## config.mk

```make
export PLATFORM = sky130hd
export DESIGN_NAME = tachometer_period_speed_ascii_flat
export DESIGN_NICKNAME = d
export VERILOG_FILES = /design/src/rtl/core/tps_pkg.sv /design/src/rtl/core/tps_ifs.sv /design/src/rtl/core/tps_seq.sv /design/src/rtl/core/tps_dp.sv /design/src/rtl/core/tachometer_period_speed_ascii.sv /design/src/flat_wrapper.sv
export SDC_FILE = /design/constraint.sdc
export NUM_CORES = 1
export LEC_CHECK = 0
export BUFFER_PORTS_ARGS = -buffer_cell sky130_fd_sc_hd__buf_2
export CORE_UTILIZATION = 55
export DETAILED_ROUTE_END_ITERATION = 10
export PLACE_DENSITY_LB_ADDON = 0.2
export SKIP_LAST_GASP = 1
export SYNTH_ARGS = -nofsm -noshare
export SYNTH_HDL_FRONTEND = slang
export SYNTH_SLANG_ARGS = --single-unit
```

## constraint.sdc

```tcl
create_clock -name clk -period 14.1 [get_ports clk]
set_input_delay 1.41 -clock clk [delete_from_list [all_inputs] [get_ports clk]]
set_output_delay 1.41 -clock clk [all_outputs]
set_load 0.01 [all_outputs]
```

## src/rtl/core/tps_pkg.sv

```systemverilog
// types, constants and microcode for the tachometer
package tps_pkg;

  localparam int CAP_W      = 16;
  localparam int COUNT_W    = 16;
  localparam int SCALE_W    = 24;
  localparam int CHAR_W     = 8;
  localparam int PERIOD_W   = 32;
  localparam int DIV_CNT_W  = 5;
  localparam int NUM_DIGITS = 8;
  localparam int DIGIT_W    = 4;
  localparam int DIGIT_IDX_W = 3;
  localparam int ND_W       = 4;
  localparam int PROD_W     = 56;
  localparam int RECIP_SHIFT = 35;
  localparam int STEP_W     = 3;

  localparam logic [SCALE_W-1:0]   SCALE_RESET  = 24'd125000;
  localparam logic [DIV_CNT_W-1:0] DIV_CNT_INIT = 5'(SCALE_W - 1);
  localparam logic [31:0]          RECIP_TEN    = 32'hCCCCCCCD;
  localparam logic [CHAR_W-1:0]    CHAR_ZERO    = 8'h30;
  localparam logic [CHAR_W-1:0]    CHAR_NL      = 8'h0A;
  localparam logic                 CMD_TICK     = 1'b0;
  localparam logic                 CMD_EDGE     = 1'b1;

  typedef logic [STEP_W-1:0] step_t;

  typedef enum logic [2:0] {
    OP_ACCEPT,
    OP_DIV_INIT,
    OP_DIV_STEP,
    OP_SPEED_LATCH,
    OP_MUL,
    OP_DIGIT,
    OP_EMIT_DIGIT,
    OP_EMIT_NL
  } op_t;

  typedef enum logic [2:0] {
    COND_NEVER,
    COND_ALWAYS,
    COND_PERIOD_ZERO,
    COND_CNT_NZ,
    COND_Q_NZ,
    COND_MORE_DIGITS
  } cond_t;

  typedef struct packed {
    op_t   op;
    cond_t cond;
    step_t target;
  } ctrl_t;

  typedef struct packed {
    logic advance;
    logic period_zero;
    logic cnt_nz;
    logic q_nz;
    logic more_digits;
  } status_t;

  localparam step_t STEP_ACCEPT = 3'd0;
  localparam step_t STEP_DIV    = 3'd2;
  localparam step_t STEP_LATCH  = 3'd3;
  localparam step_t STEP_MUL    = 3'd4;
  localparam step_t STEP_EMIT   = 3'd6;

  function automatic ctrl_t ucode(step_t s);
    ctrl_t w;
    case (s)
      3'd0: w = '{op: OP_ACCEPT,      cond: COND_NEVER,       target: STEP_ACCEPT};
      3'd1: w = '{op: OP_DIV_INIT,    cond: COND_PERIOD_ZERO, target: STEP_LATCH};
      3'd2: w = '{op: OP_DIV_STEP,    cond: COND_CNT_NZ,      target: STEP_DIV};
      3'd3: w = '{op: OP_SPEED_LATCH, cond: COND_NEVER,       target: STEP_ACCEPT};
      3'd4: w = '{op: OP_MUL,         cond: COND_NEVER,       target: STEP_ACCEPT};
      3'd5: w = '{op: OP_DIGIT,       cond: COND_Q_NZ,        target: STEP_MUL};
      3'd6: w = '{op: OP_EMIT_DIGIT,  cond: COND_MORE_DIGITS, target: STEP_EMIT};
      3'd7: w = '{op: OP_EMIT_NL,     cond: COND_ALWAYS,      target: STEP_ACCEPT};
      default: w = '{op: OP_ACCEPT,   cond: COND_NEVER,       target: STEP_ACCEPT};
    endcase
    return w;
  endfunction

endpackage

```

## src/rtl/core/tps_ifs.sv

```systemverilog
// request and result channel interfaces
interface tps_in_if;
  logic                      valid;
  logic                      ready;
  logic                      command;
  logic [tps_pkg::CAP_W-1:0] capture_value;

  modport source (output valid, output command, output capture_value, input ready);
  modport sink (input valid, input command, input capture_value, output ready);
endinterface

interface tps_out_if;
  logic                        valid;
  logic                        ready;
  logic [tps_pkg::CHAR_W-1:0]  out_char;
  logic [tps_pkg::SCALE_W-1:0] speed_value;
  logic                        last_char;

  modport source (output valid, output out_char, output speed_value, output last_char,
                  input ready);
  modport sink (input valid, input out_char, input speed_value, input last_char,
                output ready);
endinterface

```

## src/rtl/core/tps_seq.sv

```systemverilog
// microcode step counter and control rom
module tps_seq (
  input  logic             clk,
  input  logic             rst,
  input  tps_pkg::status_t status,
  output tps_pkg::ctrl_t   ctrl
);
  import tps_pkg::*;

  step_t step;
  step_t step_next;
  logic  cond_met;

  assign ctrl = ucode(step);

  always_comb begin
    case (ctrl.cond)
      COND_NEVER:       cond_met = 1'b0;
      COND_ALWAYS:      cond_met = 1'b1;
      COND_PERIOD_ZERO: cond_met = status.period_zero;
      COND_CNT_NZ:      cond_met = status.cnt_nz;
      COND_Q_NZ:        cond_met = status.q_nz;
      COND_MORE_DIGITS: cond_met = status.more_digits;
      default:          cond_met = 1'b0;
    endcase
  end

  always_comb begin
    if (!status.advance) begin
      step_next = step;
    end else if (cond_met) begin
      step_next = ctrl.target;
    end else begin
      step_next = step + step_t'(1);
    end
  end

  always_ff @(posedge clk) begin
    if (rst) begin
      step <= STEP_ACCEPT;
    end else begin
      step <= step_next;
    end
  end

endmodule

```

## src/rtl/core/tps_dp.sv

```systemverilog
// datapath: period, restoring divider, decimal digits, output register
module tps_dp #(
  parameter int TIMER_BITS = 16
) (
  input  logic                         clk,
  input  logic                         rst,
  input  tps_pkg::ctrl_t               ctrl,
  output tps_pkg::status_t             status,
  tps_in_if.sink                       sensor,
  tps_out_if.source                    digits,
  input  logic                         cfg_we,
  input  logic [tps_pkg::SCALE_W-1:0]  cfg_data
);
  import tps_pkg::*;

  localparam int CAP_BITS = (TIMER_BITS < CAP_W) ? TIMER_BITS : CAP_W;
  localparam logic [CAP_W-1:0] CAP_MASK = CAP_W'((64'd1 << CAP_BITS) - 64'd1);
  localparam int PW = (TIMER_BITS + CAP_W + 1 > PERIOD_W + 1) ?
                      TIMER_BITS + CAP_W + 1 : PERIOD_W + 1;

  logic [SCALE_W-1:0]   speed_scale;
  logic [CAP_W-1:0]     last_capture;
  logic [COUNT_W-1:0]   overflow_count;
  logic [PERIOD_W-1:0]  period;
  logic [PERIOD_W-1:0]  rem;
  logic [SCALE_W-1:0]   quot;
  logic [DIV_CNT_W-1:0] cnt;
  logic [SCALE_W-1:0]   speed;
  logic [SCALE_W-1:0]   val;
  logic [SCALE_W-1:0]   q10;
  logic [ND_W-1:0]      nd;
  logic [DIGIT_W-1:0]   digit_mem [NUM_DIGITS];

  logic                 o_valid;
  logic [CHAR_W-1:0]    o_char;
  logic [SCALE_W-1:0]   o_speed;
  logic                 o_last;

  logic                 accepted;
  logic                 edge_taken;
  logic                 tick_taken;
  logic                 can_load;
  logic                 load;
  logic [CAP_W-1:0]     cap_m;
  logic [PW-1:0]        period_sum;
  logic [PERIOD_W-1:0]  period_new;
  logic [PERIOD_W:0]    trial;
  logic                 ge;
  logic [PERIOD_W:0]    trial_diff;
  logic [PROD_W-1:0]    prod;
  logic [SCALE_W-1:0]   rem10;
  logic [DIGIT_IDX_W-1:0] emit_idx;
  logic [ND_W-1:0]      nd_m1;

  assign sensor.ready  = (ctrl.op == OP_ACCEPT);
  assign accepted      = sensor.valid && sensor.ready;
  assign edge_taken    = accepted && (sensor.command == CMD_EDGE);
  assign tick_taken    = accepted && (sensor.command == CMD_TICK);

  assign digits.valid       = o_valid;
  assign digits.out_char    = o_char;
  assign digits.speed_value = o_speed;
  assign digits.last_char   = o_last;

  assign can_load = !o_valid || digits.ready;
  assign load     = can_load && ((ctrl.op == OP_EMIT_DIGIT) || (ctrl.op == OP_EMIT_NL));

  // period from wraps and the two captures
  assign cap_m      = sensor.capture_value & CAP_MASK;
  assign period_sum = (PW'(overflow_count) << TIMER_BITS) + PW'(cap_m) - PW'(last_capture);

  always_comb begin
    if (overflow_count != '0) begin
      period_new = (|period_sum[PW-1:PERIOD_W]) ? '1 : period_sum[PERIOD_W-1:0];
    end else begin
      period_new = PERIOD_W'(period_sum[TIMER_BITS-1:0]);
    end
  end

  // one quotient bit per step
  assign trial      = {rem, quot[SCALE_W-1]};
  assign trial_diff = trial - {1'b0, period};
  assign ge         = (trial >= {1'b0, period});

  // divide by ten through the reciprocal
  assign prod  = PROD_W'(val) * PROD_W'(RECIP_TEN);
  assign rem10 = val - ((q10 << 3) + (q10 << 1));

  assign nd_m1    = nd - ND_W'(1);
  assign emit_idx = nd_m1[DIGIT_IDX_W-1:0];

  always_comb begin
    status.period_zero = (period == '0);
    status.cnt_nz      = (cnt != '0);
    status.q_nz        = (q10 != '0);
    status.more_digits = (nd != ND_W'(1));
    case (ctrl.op)
      OP_ACCEPT:     status.advance = edge_taken;
      OP_EMIT_DIGIT: status.advance = can_load;
      OP_EMIT_NL:    status.advance = can_load;
      default:       status.advance = 1'b1;
    endcase
  end

  always_ff @(posedge clk) begin
    if (rst) begin
      speed_scale    <= SCALE_RESET;
      last_capture   <= '0;
      overflow_count <= '0;
      o_valid        <= 1'b0;
    end else begin
      if (cfg_we) begin
        speed_scale <= cfg_data;
      end
      if (tick_taken && (overflow_count != '1)) begin
        overflow_count <= overflow_count + COUNT_W'(1);
      end else if (edge_taken) begin
        overflow_count <= '0;
      end
      if (edge_taken) begin
        last_capture <= cap_m;
      end
      if (load) begin
        o_valid <= 1'b1;
      end else if (digits.ready) begin
        o_valid <= 1'b0;
      end
    end
  end

  always_ff @(posedge clk) begin
    if (edge_taken) begin
      period <= period_new;
    end
    if (load) begin
      o_speed <= speed;
      if (ctrl.op == OP_EMIT_NL) begin
        o_char <= CHAR_NL;
        o_last <= 1'b1;
      end else begin
        o_char <= CHAR_ZERO + CHAR_W'(digit_mem[emit_idx]);
        o_last <= 1'b0;
        nd     <= nd_m1;
      end
    end
    case (ctrl.op)
      OP_DIV_INIT: begin
        rem  <= '0;
        quot <= speed_scale;
        cnt  <= DIV_CNT_INIT;
      end
      OP_DIV_STEP: begin
        rem  <= ge ? trial_diff[PERIOD_W-1:0] : trial[PERIOD_W-1:0];
        quot <= {quot[SCALE_W-2:0], ge};
        cnt  <= cnt - DIV_CNT_W'(1);
      end
      OP_SPEED_LATCH: begin
        speed <= (period == '0) ? '0 : quot;
        val   <= (period == '0) ? '0 : quot;
        nd    <= '0;
      end
      OP_MUL: begin
        q10 <= SCALE_W'(prod >> RECIP_SHIFT);
      end
      OP_DIGIT: begin
        digit_mem[nd[DIGIT_IDX_W-1:0]] <= rem10[DIGIT_W-1:0];
        nd  <= nd + ND_W'(1);
        val <= q10;
      end
      default: begin
      end
    endcase
  end

endmodule

```

## src/rtl/core/tachometer_period_speed_ascii.sv

```systemverilog
// Period-measuring tachometer with ASCII decimal speed output.
//
// sensor channel: one request per event. command 0 is a timer overflow tick,
// counted with saturation at 65535. command 1 is a sensor edge with the timer
// capture; it closes the period, clears the tick count and keeps the capture.
// digits channel: per edge, the speed speed_scale / period as ASCII digits,
// most significant first, then a newline with last_char high. speed_value
// carries the binary speed on every item of the run. A zero period gives "0".
// cfg_we / cfg_data write speed_scale; the user must do so while the block is
// idle, which the block itself does not enforce. A tick is taken in the accept
// step without leaving it. An edge runs the microcode: a setup step, the
// restoring divider at one quotient bit per cycle over 24 quotient bits, a
// step to latch the speed, a reciprocal multiply step and a remainder step per
// digit, then one character loaded per cycle unless digits.ready stalls. A zero
// period skips the divider. sensor.ready stays low from the edge until the
// newline is loaded. A stalled digits.ready holds the output register and the
// sequencer waits on the emit step. Reset returns speed_scale to 125000 and
// clears the previous capture, the tick count and the output valid flag.
module tachometer_period_speed_ascii #(
  parameter int TIMER_BITS = 16
) (
  input  logic                        clk,
  input  logic                        rst,
  tps_in_if.sink                      sensor,
  tps_out_if.source                   digits,
  input  logic                        cfg_we,
  input  logic [tps_pkg::SCALE_W-1:0] cfg_data
);
  import tps_pkg::*;

  ctrl_t   ctrl;
  status_t status;

  tps_seq u_seq (
    .clk    (clk),
    .rst    (rst),
    .status (status),
    .ctrl   (ctrl)
  );

  tps_dp #(
    .TIMER_BITS (TIMER_BITS)
  ) u_dp (
    .clk      (clk),
    .rst      (rst),
    .ctrl     (ctrl),
    .status   (status),
    .sensor   (sensor),
    .digits   (digits),
    .cfg_we   (cfg_we),
    .cfg_data (cfg_data)
  );

endmodule

```

## src/flat_wrapper.sv

```systemverilog
// flat-port wrapper written by rule: the top's interface ports become plain ports
module tachometer_period_speed_ascii_flat import tps_pkg::*;
#(
  parameter int TIMER_BITS = 16
)
  (clk, rst, cfg_we, cfg_data, sensor_valid, sensor_command, sensor_capture_value, sensor_ready, digits_valid, digits_out_char, digits_speed_value, digits_last_char, digits_ready);
  tps_in_if sensor_i ();
  tps_out_if digits_i ();
  input  logic clk;
  input  logic rst;
  input  logic cfg_we;
  input  logic [tps_pkg::SCALE_W-1:0] cfg_data;
  input wire logic [$bits(sensor_i.valid)-1:0] sensor_valid;
  input wire logic [$bits(sensor_i.command)-1:0] sensor_command;
  input wire logic [$bits(sensor_i.capture_value)-1:0] sensor_capture_value;
  output wire logic [$bits(sensor_i.ready)-1:0] sensor_ready;
  output wire logic [$bits(digits_i.valid)-1:0] digits_valid;
  output wire logic [$bits(digits_i.out_char)-1:0] digits_out_char;
  output wire logic [$bits(digits_i.speed_value)-1:0] digits_speed_value;
  output wire logic [$bits(digits_i.last_char)-1:0] digits_last_char;
  input wire logic [$bits(digits_i.ready)-1:0] digits_ready;
  assign sensor_i.valid = sensor_valid;
  assign sensor_i.command = sensor_command;
  assign sensor_i.capture_value = sensor_capture_value;
  assign sensor_ready = sensor_i.ready;
  assign digits_valid = digits_i.valid;
  assign digits_out_char = digits_i.out_char;
  assign digits_speed_value = digits_i.speed_value;
  assign digits_last_char = digits_i.last_char;
  assign digits_i.ready = digits_ready;
  tachometer_period_speed_ascii #(.TIMER_BITS(TIMER_BITS)) u_core (.clk(clk), .rst(rst), .sensor(sensor_i), .digits(digits_i), .cfg_we(cfg_we), .cfg_data(cfg_data));
endmodule
```

# [Yosys cells after proc, flatten, opt, wreduce, memory -nomap -nowiden]
# Memory sizes are Yosys's and may differ from the RTL's. A register that Yosys moved wholly into a read port is not among the register bits.
# Index checks and enable logic that the tools add are counted.
[classes] add_sub_neg=11 mul=1 div=0 magnitude_cmp=1 n_eq_ne=15 shift=0 n_mux=23 bitwise_logic=1 n_reduce_logical=20
[op_table] op="$pmux 24 s2" count=2
[op_table] op="$mux 32" count=2
[op_table] op="$pmux 32 s2" count=1
[op_table] op="$mul 24x32->56 const B" count=1
[op_table] op="$mux 16" count=3
[op_table] op="$add 32x16->33" count=1
[op_table] op="$ge 33x32->1" count=1
[op_table] op="$sub 33x16->33" count=1
[op_table] op="$logic_not 32->1" count=1
[op_table] op="$sub 32x32->32" count=1
[op_table] op="$mux 24" count=1
[op_table] op="$reduce_bool 24->1" count=1
[op_table] op="$eq 3x3->1 const B" count=6
[op_table] op="$add 16x1->16 const B" count=1
[op_table] op="$ne 16x16->1 const B" count=1
[op_table] op="$reduce_bool 16->1" count=1
[op_table] op="$eq 3x2->1 const B" count=4
[op_table] op="$pmux 5 s2" count=1
[op_table] op="$mux 3" count=3
[op_table] op="$mux 4" count=2
[op_table] op="$pmux 4 s2" count=1
[op_table] op="$reduce_bool 2->1" count=4
[op_table] op="$add 6x4->7 const A" count=1
[op_table] op="$eq 3x1->1 const B" count=2
[op_table] op="20 further kinds" count=29
[word_totals] ff_bits=259 latch_bits=0 ramBits=32 romBits=72 input_bits=46 out_inout_bits=35 wordCells=91 mem_count=2
[memory_table] memory="(name not given)" depth=8 width=9 read_ports=1 rd_ports_with_merged_regs=1 write_ports=0 line="tps_pkg.sv:70" source="case (s)"
[memory_table] memory="u_core.u_dp.digit_mem" depth=8 width=4 read_ports=1 rd_ports_with_merged_regs=0 write_ports=1 line="tps_dp.sv:32" source="logic [DIGIT_W-1:0] digit_mem [NUM_DIGITS];"

# [Logic depth before layout (Yosys ltp)]
# Gate-level depths: netlist (run 1).
[logic_depth] depth_word=6 mapped_depth=26 mapped_depth_nobuf=26

# [By module]
# From an unflattened synthesis (run 1), not the netlist that was laid out.
[unflattened] cells_unflattened=2258 hier_area_um2=23515.1
[modules_own_cells] module="tps_dp" instances=1 cells_per_inst=2205 area_per_inst_um2=22969.5 seq_area_each_um2=7987.7
[modules_own_cells] module="tps_seq" instances=1 cells_per_inst=53 area_per_inst_um2=545.5 seq_area_each_um2=220.2

# [Worst setup path before layout (run 1)]
# Ideal clock, no wire load.
[synth_path] kind="flip-flop to flip-flop" startpoint="register u_core.u_dp.val[18]" endpoint="register u_core.u_dp.q10[18], data pin" setup_time_ns=0.258 arrival_time_ns=6.348 required_ns=13.842 setup_slack_ns=7.493 stages_incl_launch_ff=23 path_buffers=0 period_less_slack_ns=6.607 cell_sequence="edfxtp_1 ha_1 inv_1 fa_1 xnor2_1 ha_1 fa_1 inv_1 fa_1 fa_1 fa_1 inv_1 ha_1 a211oi_1 o21ai_1 a2111oi_2 o211ai_1 o21ai_2 o31ai_2 o221a_2 nor4b_1 a211oi_2 xnor2_1"
[synth_between] elab_chain_cells=1
[synth_lines] item="from (decl)" line="tps_dp.sv:29" source="logic [SCALE_W-1:0] val;"
[synth_lines] item="from (signal assigned)" line="tps_dp.sv:159" source="val <= (period == '0) ? '0 : quot;"
[synth_lines] item="from (signal assigned)" line="tps_dp.sv:168" source="val <= q10;"
[synth_lines] item="$mul 24x32->56" line="tps_dp.sv:86" source="assign prod = PROD_W'(val) * PROD_W'(RECIP_TEN);"
[synth_lines] item="named net u_core.u_dp.prod[53]" line="tps_dp.sv:50" source="logic [PROD_W-1:0] prod;"
[synth_lines] item="to (signal assigned)" line="tps_dp.sv:163" source="q10 <= SCALE_W'(prod >> RECIP_SHIFT);"
[synth_lines] item="to (decl)" line="tps_dp.sv:30" source="logic [SCALE_W-1:0] q10;"
# The timed path passes the listed nets, and every way through them passes these cells.
# A chain may end at the register's enable or synchronous reset.

# [Worst setup path after layout (run 1)]
[layout_path] startpoint="register u_core.u_dp.val[18]" endpoint="register u_core.u_dp.q10[15], data pin"
# Same word-level chain as after synthesis.

==> results.md, run 1 <==
- WL per Instance: 18.63 um
- H-tree Lvls: 2
- Worst reg2reg path depth: 22
- Syn. warnings: 0
- CP Class: flip-flop to flip-flop
- Antenna viol nets, final: 0
- Post-CTS Setup Bufs: 0
- Die Ht: 205.6 um
- Routed wire length: 51,820 um
- Fin Clk Skew: 0.01737 ns
- Antenna Cells: 0
- Largest cells by area after synthesis: edfxtp_1 (30%), fa_1 (15%), ha_1 (15%)
- Clock Tree Buf Depth: 3
- Peak Freq: 135.5 MHz
- First-pass GRT wire length: 82,940 um
- Post-synthesis cell area: 0.02281 mm2
- Gpl congestion: 0.9825
- Ports: 81
- CTS tree: done
- Clock Sinks: 296
- CP Max Fanout: 5
- Initial core utilization: 0.5586
- Die ar.: 0.04229 mm2
- DR iter-0 viols: 810
- Die Wd: 205.6 um
- Status: finished clean
- TritonCTS buffer count: 35
- Tightest Pin Transition: 1.255 ns
- Post-synthesis cell type count: 82
- Top_reg_cell synth: edfxtp_1
- Fraction of registers with async set/reset: 0
- Vias in the first global route: 15.62k
- Finished Layout Cells: 2,781
- Post-Synthesis Cells: 2,150
- Worst-path clk slew: 0.06 ns
- Largest net degree at the start of global routing: 65
- Most common cell after layout, fill and taps aside: inv_1
- Number of enable flip-flop cells after synthesis: 228
- Post-CTS Resized: 0
- Hold Crit Depth: 0
- Placed Cells incl. Taps: 2,718
- First-pass iteration count of the detailed router: 5
- Fin crit period: 7.380 ns
- Final Hold Vio Count: 0
- Final setup TNS: 0 ns
- Worst EP arrival: 7.68 ns
- Post-synthesis sequential area ratio: 0.3599
- Post-DP HPWL: 41,740 um
- Max-cap viol count: 0
- Root Driver: clkbuf_16
- RSZ-0062 raised after global routing: false
- All-Layer GR Usage: 0.2554
- Slew Viols, Final: 0
- Clk_lat worst skew: 0.55 ns
- Global route overflow: 0
- Tcrit/Tclk final: 0.5234
- Relative slew slack: 0.1614
- CP Launch Type: flip-flop
- Area Overhead vs Synth: 8.843%
- Hold WC Path Type: flip-flop to flip-flop
- Leading area contributor after synthesis: edfxtp_1
- Yosys top cell area share: 0.3002
- Required time worst endpoint: 14.40 ns
- Mean Syn Cell Area: 10.61 um2
- Fillers: 3,420
- Final setup violation count: 0
- Yosys reg bits: 296
- Initial antenna violation count: 1
- Via count: 15.34k
- DRC: 0
- PortBufs: 78
- Row cnt: 74
- CTS Hold Bufs: 0
- Core Area: 0.04083 mm2
- Via/cell ratio: 5.514
- Final #Nets: 2,716
- CP endpoint kind: flip-flop
- Most frequent cells in the layout: inv_1 (377), ha_1 (273), edfxtp_1 (228), nand2_1 (198), fa_1 (174)
- Layout cell share with drive strength beyond 1: 0.09560
## state kept, by name (all words and copies together) (netlist names)
name	flops
u_core.u_dp.cnt	5
u_core.u_dp.digit_mem	32
u_core.u_dp.digits.last_char	1
u_core.u_dp.digits.out_char	5
u_core.u_dp.digits.speed_value	24
u_core.u_dp.digits.valid	1
u_core.u_dp.last_capture	16
u_core.u_dp.nd	4
u_core.u_dp.overflow_count	16
u_core.u_dp.period	32
u_core.u_dp.q10	21
u_core.u_dp.quot	24
u_core.u_dp.rem	32
u_core.u_dp.speed	24
u_core.u_dp.speed_scale	24
u_core.u_dp.val	24
u_core.u_seq.ctrl	8
u_core.u_seq.step	3
## synthesized netlist by cell type, drive strengths merged (24+ instances only)
cell    instances
nor2          122
clkbuf         27
a211oi         24
a21o           37
ha            273
edfxtp        228
mux2i          28
xnor2          58
nand2         199
xor2           24
and2           25
o21ai          47
inv           379
dfxtp          68
nor3           24
nand3          29
mux2           29
fa            174
a21oi         107
## worst max-delay path, cell delays in order (launching register included)
cell and delay [ns]:
edfxtp_1 0.47, ha_1 0.34, inv_1 0.05, fa_1 0.52
xnor2_1 0.33, ha_1 0.34, fa_1 0.60, inv_1 0.10
fa_1 0.51, fa_1 0.57, fa_1 0.56, inv_1 0.05
ha_1 0.30, a211oi_1 0.20, o21ai_1 0.14, a2111oi_2 0.46
o211ai_1 0.22, o21ai_2 0.39, o31ai_2 0.20, o221a_2 0.33
a21oi_1 0.22, o21bai_1 0.11, xor2_1 0.14
## through the flow
stage,util,worst slack [ns],hold WS (ns),cell area [um2]
2_1_floorplan,-,7.493,0.4003,22810
3_3_place_gp,0.5807,6.861,0.4022,23710
3_5_place_dp,0.5807,6.709,0.4045,23710
4_1_cts,0.6080,6.700,0.4184,24830
5_1_grt,0.6080,6.375,0.4306,24830
6_report,0.6080,6.720,0.4172,24830
## worst paths after layout
| path | startpoint | end | slack (ns) |
|---|---|---|---|
| worst max-delay path | u_core.u_dp.val[18] | u_core.u_dp.q10[15] | 6.72 |
| worst min-delay path | u_core.u_dp.speed[6] | u_core.u_dp.digits.speed_value[6] | 0.42 |
| worst max register to register | u_core.u_dp.val[18] | u_core.u_dp.q10[15] | 6.72 |
| worst min register to register | u_core.u_dp.speed[6] | u_core.u_dp.digits.speed_value[6] | 0.42 |
## layer usage
metal  GRT usage  up-vias  routed length (um)
li1            -     7419                   -
met1      0.3394     7459               23040
met2      0.4227      342               24600
met3     0.03690      113                2388
met4     0.09630        2                1776
met5           0        -                  13
## layout make-up
class	count	area, um2	share of cell area
sequential	296	8208	0.3306
timing repair buffer	84	435.4	0.01754
clock inverter	18	170.2	0.006854
multi-input combinational	1427	12980	0.5227
inverter	379	1425	0.05741
clock buffer	45	944.7	0.03805
tap	532	665.6	0.02681
## logic make-up after synthesis
kind of cell / synth area share
AND/OR/NAND/NOR: 0.1116
adder cells (fa/ha/maj): 0.3025
buffers and inverters: 0.07247
AO/OA/AOI/OAI: 0.08744
flip-flops: 0.3599
XOR/XNOR: 0.03149
multiplexers: 0.03451
other: 0.0001644
Power of run 1 is not shown: default switching activity piles up to over one toggle a cycle in this logic, so the estimate is an artifact.
==> run 2: changes to the inputs <==
==> constraint.sdc (replaced) <==
create_clock -name clk -period 6.9 [get_ports clk]
set_input_delay 0.69 -clock clk [delete_from_list [all_inputs] [get_ports clk]]
set_output_delay 0.69 -clock clk [all_outputs]
set_load 0.01 [all_outputs]
==> run 2 against run 1 <==
  * Clock skew up 0.017 ns
  * Worst setup slack got worse by 6.5 ns
  * Design area rose by 2.3%
  * Core utilization rose by 1.4 points
  * Highest routed layer is now met4
==> results.md, run 2 (synthesized netlist as in run 1, its figures left out) <==
- Hold WC Path Type: input pin to flip-flop
- Hold Crit Depth: 2
- Initial core utilization: 0.5586
- Fin crit period: 6.720 ns
- R2r endpoint: u_core.u_dp.q10[18]
- Max-cap viol count: 0
- Peak Freq: 148.8 MHz
- Fillers: 3,332
- All-Layer GR Usage: 0.2561
- CP endpoint kind: flip-flop
- Tcrit/Tclk final: 0.9740
- PortBufs: 78
- H-tree Lvls: 2
- CP Class: flip-flop to flip-flop
- Vias in the first global route: 16.09k
- Finished Layout Cells: 2,845
- Relative slew slack: 0.2274
- Root Driver: clkbuf_16
- Die Ht: 205.6 um
- DR iter-0 viols: 777
- Layout cell share with drive strength beyond 1: 0.1271
- CTS Hold Bufs: 0
- Die Wd: 205.6 um
- Worst-path clk slew: 0.06 ns
- Most frequent cells in the layout: inv_1 (375), ha_1 (271), edfxtp_1 (228), nand2_1 (198), fa_1 (168)
- CP Launch Type: flip-flop
- Most common cell after layout, fill and taps aside: inv_1
- Flop-to-flop setup slack: 0.18 ns
- Gpl congestion: 0.9439
- Final Hold Vio Count: 0
- First-pass iteration count of the detailed router: 5
- CP Max Fanout: 3
- Ports: 81
- Final setup violation count: 0
- Worst EP arrival: 7.01 ns
- Slew Viols, Final: 0
- Design Area, Final: 0.02539 mm2
- Worst Hold Launch: cfg_data[3]
- Post-place instance area: 0.02412 mm2
- Placed Cells incl. Taps: 2,773
- Status: finished clean
- Via count: 15.34k
- Post-DP HPWL: 41,460 um
- Area Overhead vs Synth: 11.30%
- Die ar.: 0.04229 mm2
- Worst reg2reg path depth: 26
- WL per Instance: 18.18 um
- Clk_lat worst skew: 0.58 ns
- Initial antenna violation count: 0
- Row cnt: 74
- Global route overflow: 0
- Core Area: 0.04083 mm2
- CTS tree: done
- Final #Nets: 2,781
- Largest net degree at the start of global routing: 65
- Worst Hold End: u_core.u_dp.speed_scale[3]
- Via/cell ratio: 5.391
- Routed wire length: 51,720 um
- Clock Tree Buf Depth: 3
- Clock Sinks: 296
- Antenna viol nets, final: 0
- Tightest Pin Transition: 1.156 ns
- TritonCTS buffer count: 35
- Required time worst endpoint: 7.19 ns
- Reg-to-Reg Start: u_core.u_dp.val[9]
- First-pass GRT wire length: 83,740 um
- DRC: 0
- Fin Clk Skew: 0.03423 ns
- Antenna Cells: 0
[run 2: cell types whose count changed in the layout (fill, tap and decap cells not counted), sizes merged]
| cell | delta |
|---|---|
| clkbuf | +1 |
| clkinvlp | -1 |
| buf | +65 |
| inv | +2 |
| clkinv | -2 |
| bufinv | -1 |
[run 2: critical path: stages, from the launching register on]
cell	delay, ns
edfxtp_1	0.44
ha_4	0.28
fa_1	0.57
inv_1	0.09
fa_1	0.51
inv_1	0.06
buf_4	0.13
fa_1	0.53
inv_1	0.05
fa_1	0.50
inv_1	0.06
fa_1	0.53
inv_1	0.05
fa_1	0.49
inv_1	0.04
ha_1	0.29
nand4_1	0.12
nor2_2	0.13
o211ai_1	0.13
o21bai_1	0.21
o21ai_2	0.08
buf_4	0.16
o31ai_4	0.29
o221a_4	0.25
nor4b_4	0.22
a211oi_2	0.08
xnor2_1	0.13
[run 2: what timing repair did]
action,CTS,global route
setup endpoints to repair,5,16
resized for setup,2,19
setup buffers,1,9
pin swaps,1,14
endpoints found under the hold margin,0,0
[run 2: worst max-delay path by stage]
stage | start | end | cells after the start
after floorplan | u_core.u_dp.val[18] | u_core.u_dp.q10[18] | 22
after global placement | u_core.u_dp.val[14] | u_core.u_dp.q10[18] | 23
after detailed placement | u_core.u_dp.val[10] | u_core.u_dp.q10[18] | 25
final | u_core.u_dp.val[9] | u_core.u_dp.q10[18] | 26
after global routing | u_core.u_dp.val[9] | u_core.u_dp.q10[18] | 26
after CTS | u_core.u_dp.val[10] | u_core.u_dp.q10[18] | 23
[run 2: per-layer routing]
metal | vias to the layer above | share of wire | wire [um] | track usage
met3 | 74 | 0.036 | 1853 | 0.03136
met4 | 0 | 0.030 | 1546 | 0.09021
met5 | - | 0 | 0 | 0
met1 | 7446 | 0.46 | 23560 | 0.3401
li1 | 7543 | - | - | -
met2 | 275 | 0.48 | 24770 | 0.4313
[run 2: final cells by class]
type / count / area (um2) / area share
clock buffer: 46 / 947.2 / 0.03731
sequential: 296 / 8208 / 0.3233
timing repair buffer: 149 / 923.4 / 0.03637
tap: 532 / 665.6 / 0.02622
multi-input combinational: 1427 / 13060 / 0.5145
inverter: 379 / 1425 / 0.05614
clock inverter: 16 / 156.4 / 0.006161
[run 2: per-stage QoR]
stage	util	TNS, ns	hold WS [ns]	setup slack, ns
global route	0.6217	-0.02845	0.3350	-0.01801
detailed placement	0.5908	-0.02869	0.4045	-0.02176
finish	0.6217	0	0.3479	0.1797
floorplan	-	0	0.4003	0.2935
global placement	0.5908	0	0.4025	0.05396
CTS	0.6184	0	0.3242	0.03473
Power of run 2 is left out for the same reason.
==> run 3: changes to the inputs <==
--- a/config.mk
+++ b/config.mk
@@ -6,7 +6,9 @@
 export NUM_CORES = 1
 export LEC_CHECK = 0
 export BUFFER_PORTS_ARGS = -buffer_cell sky130_fd_sc_hd__buf_2
-export CORE_UTILIZATION = 55
+export CELL_PAD_IN_SITES_DETAIL_PLACEMENT = 0
+export CELL_PAD_IN_SITES_GLOBAL_PLACEMENT = 1
+export CORE_UTILIZATION = 51
 export DETAILED_ROUTE_END_ITERATION = 10
 export PLACE_DENSITY_LB_ADDON = 0.2
 export SKIP_LAST_GASP = 1
==> run 3 against run 2 <==
  * First-iteration DRC count fell by 7.1%
  * Critical path depth down 2
  * Worst hold slack lost 0.013 ns
  * Critical endpoint is now u_core.u_dp.q10[20]
  * Highest routed layer unchanged
==> results.md, run 3 (synthesized netlist as in run 1, its figures left out) <==
- Fin Clk Skew: 0.02292 ns
- Die ar.: 0.04557 mm2
- Worst EP arrival: 6.93 ns
- Hold WC Path Type: input pin to flip-flop
- Tightest Pin Transition: 1.184 ns
- Clk_lat worst skew: 0.56 ns
- CP Class: flip-flop to flip-flop
- Final Hold Vio Count: 0
- First-pass iteration count of the detailed router: 5
- Design Area, Final: 0.02551 mm2
- Die Wd: 213.5 um
- Antenna viol nets, final: 0
- Gpl congestion: 0.8969
- Clock Tree Buf Depth: 3
- CP endpoint kind: flip-flop
- Peak Freq: 150.5 MHz
- DRC: 0
- Largest net degree at the start of global routing: 65
- Row cnt: 77
- Global route overflow: 0
- Required time worst endpoint: 7.19 ns
- Routed wire length: 54,210 um
- TritonCTS buffer count: 35
- Vias in the first global route: 16.36k
- DR iter-0 viols: 722
- Initial core utilization: 0.5169
- CTS Hold Bufs: 0
- Ports: 81
- Slew Viols, Final: 0
- Root Driver: clkbuf_16
- Relative slew slack: 0.2085
- PortBufs: 78
- Final #Nets: 2,783
- Final setup TNS: 0 ns
- Fin crit period: 6.644 ns
- Layout cell share with drive strength beyond 1: 0.1304
- CP Max Fanout: 4
- CP Launch Type: flip-flop
- Initial antenna violation count: 0
- Via/cell ratio: 5.325
- Post-DP HPWL: 43,770 um
- WL per Instance: 18.64 um
- Area Overhead vs Synth: 11.85%
- Max-cap viol count: 0
- Hold_ws: 0.3351 ns
- H-tree Lvls: 2
- Via count: 15.49k
- Most common cell after layout, fill and taps aside: inv_1
- Worst-path clk slew: 0.06 ns
- Final setup violation count: 0
- CTS tree: done
- Tcrit/Tclk final: 0.9629
- First-pass GRT wire length: 86,280 um
- Clock Sinks: 296
- All-Layer GR Usage: 0.2486
- Core Area: 0.04412 mm2
- Status: finished clean
- Post-place instance area: 0.02426 mm2
- RSZ-0062 raised after global routing: true
- Antenna Cells: 0
- Most frequent cells in the layout: inv_1 (375), ha_1 (272), edfxtp_1 (228), nand2_1 (198), fa_1 (166)
- Die Ht: 213.5 um
==> run 3: changes by cell type in the layout (fill, tap and decap cells not counted), moves of 3 or more <==
cell | before | now
a21oi_2 | 5 | 2
clkinvlp_4 | 1 | 5
a21oi_1 | 102 | 105
clkbuf_8 | 3 | 0
clkinv_2 | 3 | 7
clkinv_1 | 5 | 9
clkbuf_1 | 8 | 1
==> run 3: per-layer routing <==
layer  wire length, um  GRT usage
met3              1598    0.02973
met5                 0          0
met1             23060     0.2999
met4              1655    0.08177
met2             27900     0.4581
==> run 3: worst max-delay path, stage by stage, from the launching register on <==
cell and delay [ns]:
edfxtp_1 0.39, inv_1 0.06, ha_1 0.33, fa_2 0.63, fa_1 0.48, inv_2 0.11, fa_1 0.48, buf_4 0.17
fa_1 0.49, inv_1 0.05, fa_1 0.47, fa_1 0.52, inv_1 0.05, ha_1 0.32, a21oi_2 0.15, nor2_1 0.07
a2111oi_2 0.30, o211ai_1 0.19, o21ai_2 0.16, buf_4 0.16, o31ai_4 0.08, a21oi_1 0.24, nand3_1 0.15, a31oi_1 0.23
xnor2_1 0.09
==> run 3: cell type report <==
class,count,area [um2]
Fill cell,3860,18610
Multi-Input combinational cell,1427,13060
Sequential cell,296,8208
Inverter,379,1425
Timing Repair Buffer,151,938.4
Clock buffer,36,879.6
Tap cell,592,740.7
Clock inverter,27,255.2
==> run 3: timing repair <==
| item | in CTS | in global routing |
|---|---|---|
| gates resized for setup | 1 | 21 |
| gates cloned | 0 | 0 |
| setup endpoints to repair | 1 | 17 |
| pin swaps | 0 | 10 |
| setup buffers | 0 | 4 |
==> run 3: path summary, 6_finish.rpt <==
| path | from | end | slack, ns | cells after the start |
|---|---|---|---|---|
| setup reg to reg | u_core.u_dp.val[4] | u_core.u_dp.q10[20] | 0.26 | 24 |
| hold reg to reg | u_core.u_dp.speed[19] | u_core.u_dp.digits.speed_value[19] | 0.39 | 0 |
| hold / removal | cfg_data[3] | u_core.u_dp.speed_scale[3] | 0.34 | 2 |
| setup / recovery | u_core.u_dp.val[4] | u_core.u_dp.q10[20] | 0.26 | 24 |
==> run 3: through the flow <==
stage,setup slack [ns],std cells,utilization
4_1_cts,0.01009,2904,0.5757
5_1_grt,-0.002142,2908,0.5781
2_1_floorplan,0.2935,2151,-
3_5_place_dp,-0.03059,2841,0.5498
3_3_place_gp,0.1189,2841,0.5498
6_report,0.2562,2908,0.5781
Power of run 3 is left out for the same reason.
